--- src/hdl/joystick_axis_conditioner_assert.svh ---
// Assertion macros shared by the joystick axis conditioner RTL.
`ifndef JOYSTICK_AXIS_CONDITIONER_ASSERT_SVH
`define JOYSTICK_AXIS_CONDITIONER_ASSERT_SVH

// Same-cycle implication, disabled while reset is held.
`define JAC_ASSERT_NOW(label, clk, rstn, ante, cons, msg) \
    label: assert property (@(posedge clk) disable iff (!(rstn)) (ante) |-> (cons)) \
        else $error(msg);

// Next-cycle implication, disabled while reset is held.
`define JAC_ASSERT_NEXT(label, clk, rstn, ante, cons, msg) \
    label: assert property (@(posedge clk) disable iff (!(rstn)) (ante) |=> (cons)) \
        else $error(msg);

`endif

--- src/hdl/jac_pkg.sv ---
// Types and constants shared by the joystick axis conditioner modules.
`timescale 1ns / 1ps

package jac_pkg;

    localparam int AXES       = 4;
    localparam int SAMPLE_W   = 12;
    localparam int FILT_W     = 13;
    localparam int AXIS_W     = 8;
    localparam int DEADZONE_W = 7;
    localparam int CFG_IDX_W  = 3;
    localparam int CFG_DATA_W = 12;

    localparam logic [CFG_IDX_W-1:0] REG_CENTER_LX = 3'd0;
    localparam logic [CFG_IDX_W-1:0] REG_CENTER_LY = 3'd1;
    localparam logic [CFG_IDX_W-1:0] REG_CENTER_RX = 3'd2;
    localparam logic [CFG_IDX_W-1:0] REG_CENTER_RY = 3'd3;
    localparam logic [CFG_IDX_W-1:0] REG_DEADZONE  = 3'd4;

    localparam logic [SAMPLE_W-1:0]   CENTER_RESET   = 12'd2048;
    localparam logic [DEADZONE_W-1:0] DEADZONE_RESET = 7'd20;
    localparam logic [AXIS_W-2:0]     AXIS_MAX       = 7'd127;

    typedef logic signed [AXIS_W-1:0] axis_t;

    // Pipeline strobes: a request enters the lanes, a lane result moves to the output.
    typedef struct packed {
        logic accept;
        logic advance;
    } jac_pipe_t;

endpackage

--- src/hdl/jac_lane.sv ---
// One axis lane: centring, moving-average update and output conditioning.
`timescale 1ns / 1ps

module jac_lane #(
    parameter int SMOOTH_DIVISOR = 5
) (
    input  logic                                aclk,
    input  logic                                aresetn,
    input  jac_pkg::jac_pipe_t                  pipe,
    input  logic [jac_pkg::SAMPLE_W-1:0]        sample,
    input  logic [jac_pkg::SAMPLE_W-1:0]        center,
    input  logic [jac_pkg::DEADZONE_W-1:0]      deadzone,
    output jac_pkg::axis_t                      axis
);
    import jac_pkg::*;

    // Reciprocal of the divisor, exact for every difference magnitude below 2^24.
    localparam int RECIP_SHIFT = 28;
    localparam int RECIP_W     = 28;
    localparam int MAG_W       = FILT_W;
    localparam int PROD_W      = MAG_W + RECIP_W;
    localparam logic [RECIP_W-1:0] RECIP =
        RECIP_W'(((64'd1 << RECIP_SHIFT) + SMOOTH_DIVISOR - 1) / SMOOTH_DIVISOR);

    logic signed [FILT_W-1:0]   filter_reg;
    logic signed [FILT_W-1:0]   filter_next;
    logic signed [FILT_W-1:0]   centered;
    logic signed [FILT_W:0]     diff;
    logic [MAG_W-1:0]           diff_mag;
    logic [PROD_W-1:0]          prod;
    logic [MAG_W-1:0]           quot;
    logic signed [FILT_W:0]     step;
    logic signed [FILT_W:0]     sum;
    logic [FILT_W-1:0]          avg_mag;
    logic [FILT_W-5:0]          scaled;
    logic [AXIS_W-2:0]          sat;

    always_comb begin
        centered = $signed({1'b0, sample}) - $signed({1'b0, center});
        diff     = {centered[FILT_W-1], centered} - {filter_reg[FILT_W-1], filter_reg};
        diff_mag = diff[FILT_W] ? MAG_W'(-diff) : MAG_W'(diff);
        prod     = PROD_W'(diff_mag) * PROD_W'(RECIP);
        quot     = prod[RECIP_SHIFT +: MAG_W];
        // Truncate toward zero: divide the magnitude, then restore the sign.
        step     = diff[FILT_W] ? -$signed({1'b0, quot}) : $signed({1'b0, quot});
        sum      = {filter_reg[FILT_W-1], filter_reg} + step;
        filter_next = sum[FILT_W-1:0];
    end

    always_ff @(posedge aclk) begin
        if (!aresetn) begin
            filter_reg <= '0;
        end else if (pipe.accept) begin
            filter_reg <= filter_next;
        end
    end

    // Scale the stored average by sixteen toward zero, apply deadzone, saturate.
    always_comb begin
        avg_mag = filter_reg[FILT_W-1] ? FILT_W'(-filter_reg) : FILT_W'(filter_reg);
        scaled  = avg_mag[FILT_W-1:4];
        if (scaled < (FILT_W-4)'(deadzone)) begin
            sat = '0;
        end else if (scaled > (FILT_W-4)'(AXIS_MAX)) begin
            sat = AXIS_MAX;
        end else begin
            sat = scaled[AXIS_W-2:0];
        end
        axis = filter_reg[FILT_W-1] ? -$signed({1'b0, sat}) : $signed({1'b0, sat});
    end

endmodule

--- src/hdl/jac_merge.sv ---
// Output register that gathers the four lane results into one result word.
`timescale 1ns / 1ps

module jac_merge (
    input  logic                                   aclk,
    input  logic                                   aresetn,
    input  jac_pkg::jac_pipe_t                     pipe,
    input  jac_pkg::axis_t [jac_pkg::AXES-1:0]     lane_axis,
    input  logic                                   m_tready,
    output logic                                   m_tvalid,
    output logic [jac_pkg::AXES*jac_pkg::AXIS_W-1:0] m_tdata,
    output logic                                   out_free
);
    import jac_pkg::*;

    logic                     m_tvalid_reg;
    logic                     m_tvalid_next;
    logic [AXES*AXIS_W-1:0]   m_tdata_reg;

    assign out_free      = !m_tvalid_reg || m_tready;
    assign m_tvalid_next = pipe.advance || (m_tvalid_reg && !m_tready);

    always_ff @(posedge aclk) begin
        if (!aresetn) begin
            m_tvalid_reg <= 1'b0;
        end else begin
            m_tvalid_reg <= m_tvalid_next;
        end
    end

    always_ff @(posedge aclk) begin
        if (pipe.advance) begin
            for (int i = 0; i < AXES; i++) begin
                m_tdata_reg[i*AXIS_W +: AXIS_W] <= lane_axis[i];
            end
        end
    end

    assign m_tvalid = m_tvalid_reg;
    assign m_tdata  = m_tdata_reg;

endmodule

--- src/hdl/joystick_axis_conditioner.sv ---
// Top level of the joystick axis conditioner: config registers, lanes, output.
`timescale 1ns / 1ps
//
// Conditions one scan of four 12-bit joystick ADC samples per request into
// four signed 8-bit axis values (left X, left Y, right X, right Y).
// Input stream s_*: s_tdata carries the four samples, 12 bits each.
// Output stream m_*: m_tdata carries the four axis bytes, -127..127 each.
// Config channel cfg_*: index 0..3 sets the centre of each axis, index 4 the
// deadzone; other indexes are dropped. cfg_ready is always high; write only
// while no request is in flight.
// Four lanes run in parallel, one per axis. Each holds its moving average and
// updates it in the cycle a request is taken (subtract, reciprocal multiply,
// add). The conditioned value of the new average is held pending in the lanes
// and is loaded into the output register once that register is free, and one
// request is taken every cycle while the output drains.
// The average update loop sets the rate.
// If m_tready stays low, one result waits in the lanes and one in the output
// register; s_tready then drops until the output moves.
// Reset clears all averages to zero, all centres to 2048, deadzone to 20,
// and empties the pipeline.
//
module joystick_axis_conditioner #(
    parameter int SMOOTH_DIVISOR = 5
) (
    input  logic                                        aclk,
    input  logic                                        aresetn,
    // s_tdata: sample_left_x, sample_left_y, sample_right_x, sample_right_y
    input  logic                                        s_tvalid,
    output logic                                        s_tready,
    input  logic [jac_pkg::AXES*jac_pkg::SAMPLE_W-1:0]  s_tdata,
    // m_tdata: axis_left_x, axis_left_y, axis_right_x, axis_right_y
    output logic                                        m_tvalid,
    input  logic                                        m_tready,
    output logic [jac_pkg::AXES*jac_pkg::AXIS_W-1:0]    m_tdata,
    input  logic                                        cfg_valid,
    output logic                                        cfg_ready,
    input  logic [jac_pkg::CFG_IDX_W-1:0]               cfg_index,
    input  logic [jac_pkg::CFG_DATA_W-1:0]              cfg_data
);
    import jac_pkg::*;

    logic [SAMPLE_W-1:0]        center_reg [AXES];
    logic [DEADZONE_W-1:0]      deadzone_reg;
    logic                       pend_reg;
    logic                       pend_next;
    logic                       out_free;
    jac_pipe_t                  pipe;
    axis_t [AXES-1:0]           lane_axis;

    assign cfg_ready = 1'b1;

    always_ff @(posedge aclk) begin
        if (!aresetn) begin
            for (int i = 0; i < AXES; i++) begin
                center_reg[i] <= CENTER_RESET;
            end
            deadzone_reg <= DEADZONE_RESET;
        end else if (cfg_valid) begin
            unique case (cfg_index)
                REG_CENTER_LX: center_reg[0] <= cfg_data;
                REG_CENTER_LY: center_reg[1] <= cfg_data;
                REG_CENTER_RX: center_reg[2] <= cfg_data;
                REG_CENTER_RY: center_reg[3] <= cfg_data;
                REG_DEADZONE:  deadzone_reg  <= cfg_data[DEADZONE_W-1:0];
                default: ;
            endcase
        end
    end

    // A lane result is pending until the output register takes it.
    assign pipe.advance = pend_reg && out_free;
    assign s_tready     = !pend_reg || out_free;
    assign pipe.accept  = s_tvalid && s_tready;
    assign pend_next    = pipe.accept || (pend_reg && !out_free);

    always_ff @(posedge aclk) begin
        if (!aresetn) begin
            pend_reg <= 1'b0;
        end else begin
            pend_reg <= pend_next;
        end
    end

    for (genvar g = 0; g < AXES; g++) begin : g_lane
        jac_lane #(
            .SMOOTH_DIVISOR (SMOOTH_DIVISOR)
        ) u_lane (
            .aclk     (aclk),
            .aresetn  (aresetn),
            .pipe     (pipe),
            .sample   (s_tdata[g*SAMPLE_W +: SAMPLE_W]),
            .center   (center_reg[g]),
            .deadzone (deadzone_reg),
            .axis     (lane_axis[g])
        );
    end

    jac_merge u_merge (
        .aclk      (aclk),
        .aresetn   (aresetn),
        .pipe      (pipe),
        .lane_axis (lane_axis),
        .m_tready  (m_tready),
        .m_tvalid  (m_tvalid),
        .m_tdata   (m_tdata),
        .out_free  (out_free)
    );

`include "joystick_axis_conditioner_assert.svh"

    `JAC_ASSERT_NEXT(a_accept_pends, aclk, aresetn, pipe.accept, pend_reg, "accepted request not pending")
    `JAC_ASSERT_NEXT(a_advance_shows, aclk, aresetn, pipe.advance, m_tvalid, "advanced result not presented")
    `JAC_ASSERT_NOW(a_no_wrap, aclk, aresetn, m_tvalid, (m_tdata[7:0] != 8'h80) && (m_tdata[15:8] != 8'h80) && (m_tdata[23:16] != 8'h80) && (m_tdata[31:24] != 8'h80), "axis value outside saturation range")

endmodule

--- config.mk ---
export PLATFORM = sky130hd
export DESIGN_NAME = joystick_axis_conditioner
export DESIGN_NICKNAME = d
export VERILOG_FILES = /design/src/hdl/jac_pkg.sv /design/src/hdl/jac_lane.sv /design/src/hdl/jac_merge.sv /design/src/hdl/joystick_axis_conditioner.sv
export VERILOG_INCLUDE_DIRS = /design/src /design/src/hdl
export SDC_FILE = /design/constraint.sdc
export NUM_CORES = 1
export LEC_CHECK = 0
export BUFFER_PORTS_ARGS = -buffer_cell sky130_fd_sc_hd__buf_2
export CAP_MARGIN = 20
export CORE_ASPECT_RATIO = 1.75
export CORE_UTILIZATION = 40
export DETAILED_ROUTE_END_ITERATION = 16
export SYNTH_ARGS = -nofsm -noshare
export SYNTH_HDL_FRONTEND = slang
export SYNTH_SLANG_ARGS = --single-unit
--- constraint.sdc ---
create_clock -name aclk -period 11.6 [get_ports aclk]
set_input_delay 0.58 -clock aclk [delete_from_list [all_inputs] [get_ports aclk]]
set_output_delay 0.58 -clock aclk [all_outputs]
set_load 0.05 [all_outputs]
# Word level (Yosys, flattened, before mapping)
# Memory sizes are Yosys's and may differ from the RTL's.
# Index checks and enable logic that the tools add are counted.
[op_classes]
add_sub_neg = 28
n_mul = 4
n_lt_le_gt_ge = 8
n_eq_ne = 4
n_mux = 45
n_bitwise = 4
reduce_logical = 14
[ops]
columns = ["cell", "count"]
rows = [
  ["2-to-1 mux 13 bit", 12],
  ["multiplier 13 x 24 -> 37 bit (second input constant)", 4],
  ["negator 13 bit", 8],
  ["2-to-1 mux 7 bit", 12],
  ["subtractor 13 x 13 -> 14 bit", 4],
  ["adder 13 bit", 4],
  ["negator 11 -> 13 bit", 4],
  ["subtractor 12 x 12 -> 13 bit", 4],
  ["2-to-1 mux 12 bit", 4],
  ["> comparator 9 x 7 -> 1 bit (second input constant)", 4],
  ["less-than comparator 9 x 7 -> 1 bit", 4],
  ["negator 7 -> 8 bit", 4],
  ["2-to-1 mux 1 bit", 17],
  ["equality test 3 x 2 -> 1 bit (second input constant)", 2],
  ["logical AND 1 bit", 4],
  ["logical NOT 1 bit", 4],
  ["logical OR 1 bit", 4],
  ["OR 1 bit", 4],
  ["equality test 3 x 1 -> 1 bit (second input constant)", 1],
  ["equality test 3 bit (second input constant)", 1],
  ["logical NOT 3 bit", 1],
  ["AND reduction 2 bit", 1],
]
[totals]
ff_bits = 93
ramBits = 48
out_inout_bits = 35
word_cells = 120
memories = 1
[mem_list]
columns = ["name", "depth", "word_bits", "read_ports", "rd_clocked_by_memory_dff", "write_ports", "line", "rtl"]
rows = [
  ["center_reg", 4, 12, 4, 0, 4, "joystick_axis_conditioner.sv:42", "logic [SAMPLE_W-1:0] center_reg [AXES];"],
]

# Depth between registers and ports, before layout
# An unclocked memory read counts as a cell.
[logic_depth]
word_depth = 9
ltp_mapped = 62
depth_no_buf = 60

# Modules after synthesis
# A second synthesis with hierarchy kept.
[hier_totals]
cells_unflattened = 3892
hier_area_um2 = 31691.6
[modules_own_cells]
columns = ["mod", "n_inst", "cells_per_inst", "area_each_um2", "seq_area_each_um2"]
rows = [
  ["jac_lane (g_lane[1].u_lane)", 1, 923, 7208.2, 260.2],
  ["jac_lane (g_lane[2].u_lane)", 1, 936, 7201.9, 260.2],
  ["jac_lane (g_lane[3].u_lane)", 1, 945, 7174.4, 260.2],
  ["jac_lane (g_lane[0].u_lane)", 1, 886, 6895.4, 260.2],
  ["joystick_axis_conditioner", 1, 166, 2202.1, 1601.5],
  ["jac_merge", 1, 36, 1009.7, 980.9],
]

# Least setup slack after synthesis
# No wires, ideal clock.
[synth_path]
path_type = "input-to-reg"
startpoint = "input port s_tdata[1] in the netlist's numbering"
endpoint = "register g_lane[0].u_lane.filter_reg[12]"
setup_ns = 0.070
t_arrival_ns = 12.130
t_required_ns = 11.530
setup_slack_ns = -0.600
path_stages = 59
n_path_buf = 2
cell_sequence = "ha_1 -> nor2b_1 -> o21ai_0 -> nand2b_1 -> and2_1 -> o21ai_0 -> nand2b_1 -> a21o_1 -> a21o_1 -> a21o_1 -> a21o_1 -> a21o_1 -> a21oi_1 -> xnor2_1 -> ha_1 -> and4_1 -> a221oi_1 -> nor2_1 -> [23 not listed] -> inv_1 -> ha_1 -> nand2_1 -> o21ai_0 -> fa_1 -> a21oi_1 -> nor2_1 -> nor2_1 -> o21bai_1 -> a21oi_1 -> o21bai_1 -> a21oi_1 -> o21ai_0 -> a21o_1 -> a21oi_1 -> xor2_1 -> or3_1 -> a21boi_1"
[synth_between]
elab_chain_cells = 8
[synth_rtl]
columns = ["item", "line", "rtl"]
rows = [
  ["from (decl)", "joystick_axis_conditioner.sv:30", "input logic [jac_pkg::AXES*jac_pkg::SAMPLE_W-1:0] s_tdata,"],
  ["subtractor 12 x 12 -> 13 bit *", "jac_lane.sv:39", "centered = $signed({1'b0, sample}) - $signed({1'b0, center});"],
  ["subtractor 13 x 13 -> 14 bit *", "jac_lane.sv:40", "diff = {centered[FILT_W-1], centered} - {filter_reg[FILT_W-1], filter_reg};"],
  ["negator 13 bit", "jac_lane.sv:41", "diff_mag = diff[FILT_W] ? MAG_W'(-diff) : MAG_W'(diff);"],
  ["2-to-1 mux 13 bit", "jac_lane.sv:41", ""],
  ["multiplier 13 x 24 -> 37 bit", "jac_lane.sv:42", "prod = PROD_W'(diff_mag) * PROD_W'(RECIP);"],
  ["negator 11 -> 13 bit", "jac_lane.sv:45", "step = diff[FILT_W] ? -$signed({1'b0, quot}) : $signed({1'b0, quot});"],
  ["2-to-1 mux 13 bit *", "jac_lane.sv:45", ""],
  ["adder 13 bit *", "jac_lane.sv:46", "sum = {filter_reg[FILT_W-1], filter_reg} + step;"],
  ["to (signal assigned)", "jac_lane.sv:54", "filter_reg <= filter_next;"],
  ["to (decl)", "jac_lane.sv:25", "logic signed [FILT_W-1:0] filter_reg;"],
]
# Mark *: on every way between the ends. The rest lies on a longest branch, timed or not.
# A chain may end at the register's enable or synchronous reset.

==> results.ini <==
[status]
status=finished clean

[cts]
cts_root_buf=clkbuf_16
cts_made_buffers=17
hold_buffers=0
cts.path.max_buffers=2
h-tree-depth=4
cts_tree=built
clkSinkCount=141
clkTransAtPathRegs_ns=0.07
clk_latency_ns=0.45

[min_path]
hold_class=in2reg
min_from=s_tvalid
whs_path_depth=3
hold_end=pend_reg

[layout]
final_cell_mix=buf_4, inv_1, ha_1, nand2_1, a21oi_1
nets=5394
largest_reg_flops=52
drive_gt1_frac=0.267
finalNonFillerCells=5613
syn2layout_area_growth_pct=31.6
final_common_cell=buf_4

[logic_synthesis]
ys_ff_latch=141
synthCells=3738
synth_area_mm2=0.0306
syn_nets=4546
async_flop_share=0
synth.avg_cell_area_um2=8.18
yosysSeqAreaShare=0.119
synth_edf_count=80
ys_types=102
ys.flop_type=edfxtp_1
yosys_warnings=0

[grt]
overflow=0
grt_antenna_before_repair=11
grt_pass1_wl_mm=152
grt_start_max_net_pins=78
grt_usage=0.251
first_global_vias=30100

[worst_setup_path]
cp_slowest_stage_delay_ns=0.60
rrSetupSlack_ns=0.36
r2r_start=center_reg[0][1]
r2r_cells=57
cp-start-kind=register
rr_endpoint=g_lane[0].u_lane.filter_reg[12]
end_kind=register
slowest_stage=fa_2
cp_max_fo=5
crit_required_ns=11.98
worst_ep_arrival_time_ns=11.62
worstSetupPathType=reg2reg

[route]
drc=0
antenna_left=0
drt_iter0_markers=1358
wl_mm=98.8
wl_per_cell_um=17.6
via_count=29500
vias_per_cell=5.25
firstDrtPassIters=5

[floorplan]
ios=103
core_mm2=0.0754
num_rows=133
die_h_um=368
fp.dieW_um=211
start_util=0.405
die_area_mm2=0.0776

[timing]
tightest_slew_ns=0.992
fmax_ghz=0.0890
slew_violations=0
slew_headroom=0.334
finalCriticalPeriod_ns=11.24
finalWorstSetupSlack_ns=0.360
setup_viol=0
finalClockSkew_ns=0.0126
finalCritPeriodShare=0.969
finalHoldViolCount=0

[placed_design]
dp_worst_setup_slack_ns=-0.613
dpl.hpwl_mm=84.9
dp.cells=5506
io_buffers=101
place.gp.congestion=0.962

[job]
maxCapViolCount=0

## worst max-delay path by stage
stage | slack [ns] | from | to
floorplan | -0.01 | s_tdata[1] | g_lane[0].u_lane.filter_reg[12]
global placement | -0.63 | s_tdata[1] | g_lane[0].u_lane.filter_reg[11]
detailed placement | -0.61 | s_tdata[1] | g_lane[0].u_lane.filter_reg[11]
CTS | 0.006 | center_reg[2][1] | g_lane[2].u_lane.filter_reg[12]
global route | -0.13 | center_reg[0][1] | g_lane[0].u_lane.filter_reg[12]
finish | 0.36 | center_reg[0][1] | g_lane[0].u_lane.filter_reg[12]
## final cells by class
cell class                      count  area, um2
Antenna cell                        2       5.00
Clock buffer                       21        493
Clock inverter                     11        100
Fill cell                        7141      35200
Inverter                          612       2300
Multi-Input combinational cell   2912      25900
Sequential cell                   141       3620
Tap cell                         1012       1270
Timing Repair Buffer              902       6550
## through the flow
step	cell area (um2)	TNS, ns	utilization	hold WS (ns)
3_5_place_dp	37600	-4.66	0.498	0.458
4_1_cts	38400	0	0.510	0.385
3_3_place_gp	37600	-4.16	0.498	0.450
2_1_floorplan	30600	-0.0103	-	0.443
6_report	40200	0	0.534	0.401
5_1_grt	40200	-0.513	0.534	0.417
## synth_stat cells (all sizes together) (8+ instances only)
cell type,number,area share
a2111oi,14,0.0049
a211o,9,0.0026
a211oi,14,0.0039
a21boi,41,0.010
a21o,115,0.028
a21oi,252,0.041
a31oi,40,0.0087
and2,111,0.023
and3,19,0.0039
clkbuf,66,0.0081
dfxtp,61,0.040
edfxtp,80,0.079
fa,220,0.14
ha,520,0.21
inv,611,0.075
mux2i,8,0.0026
nand2,275,0.034
nand2b,41,0.0084
nand3,47,0.0077
nand4,39,0.0080
nor2,204,0.025
nor2b,39,0.0080
nor3,46,0.0075
nor3b,10,0.0026
nor4,26,0.0053
nor4b,10,0.0029
o211ai,27,0.0070
o21a,47,0.012
o21ai,204,0.034
o21bai,41,0.010
o22ai,18,0.0037
o31ai,19,0.0048
o41ai,9,0.0032
or2,14,0.0029
or3,29,0.0061
or4,11,0.0027
xnor2,166,0.048
xor2,101,0.029
## critical path, delay by kind of cell (launching register included)
kind / cells / cell delay (ns)
buffers and inverters: 7 / 0.85
xor gates and xnor gates: 4 / 0.65
adders and majority gates: 10 / 3.67
DFF: 1 / 0.38
AOI/OAI and AO/OA: 25 / 3.86
and+or+nand+nor: 11 / 1.72
## what timing repair did
item,CTS,global route
setup buffers,13,56
pin swaps,19,204
cloned,1,1
endpoints found under the setup margin,11,24
resized for setup,43,285
## cells by family after synthesis
logic type      after synthesis  share of synthesized area
fa+ha+maj                   741                      0.357
buf+inv                     685                     0.0845
simple gates                957                      0.158
other cells                   1                   0.000123
compound gates              930                      0.199
flops                       141                      0.119
mux                          15                    0.00520
xor+xnor                    268                     0.0773
## routing by layer
| layer | global-route usage | vias up | part of all wire |
|---|---|---|---|
| met5 | 0 | - | 0.0010 |
| met4 | 0.145 | 16 | 0.064 |
| met3 | 0.0215 | 275 | 0.024 |
| met2 | 0.515 | 540 | 0.57 |
| met1 | 0.235 | 14100 | 0.34 |
| li1 | - | 14600 | - |
Power is left out: the tool's default activity adds up to more than one toggle a clock period on the data nets, which glitch-free logic cannot reach.
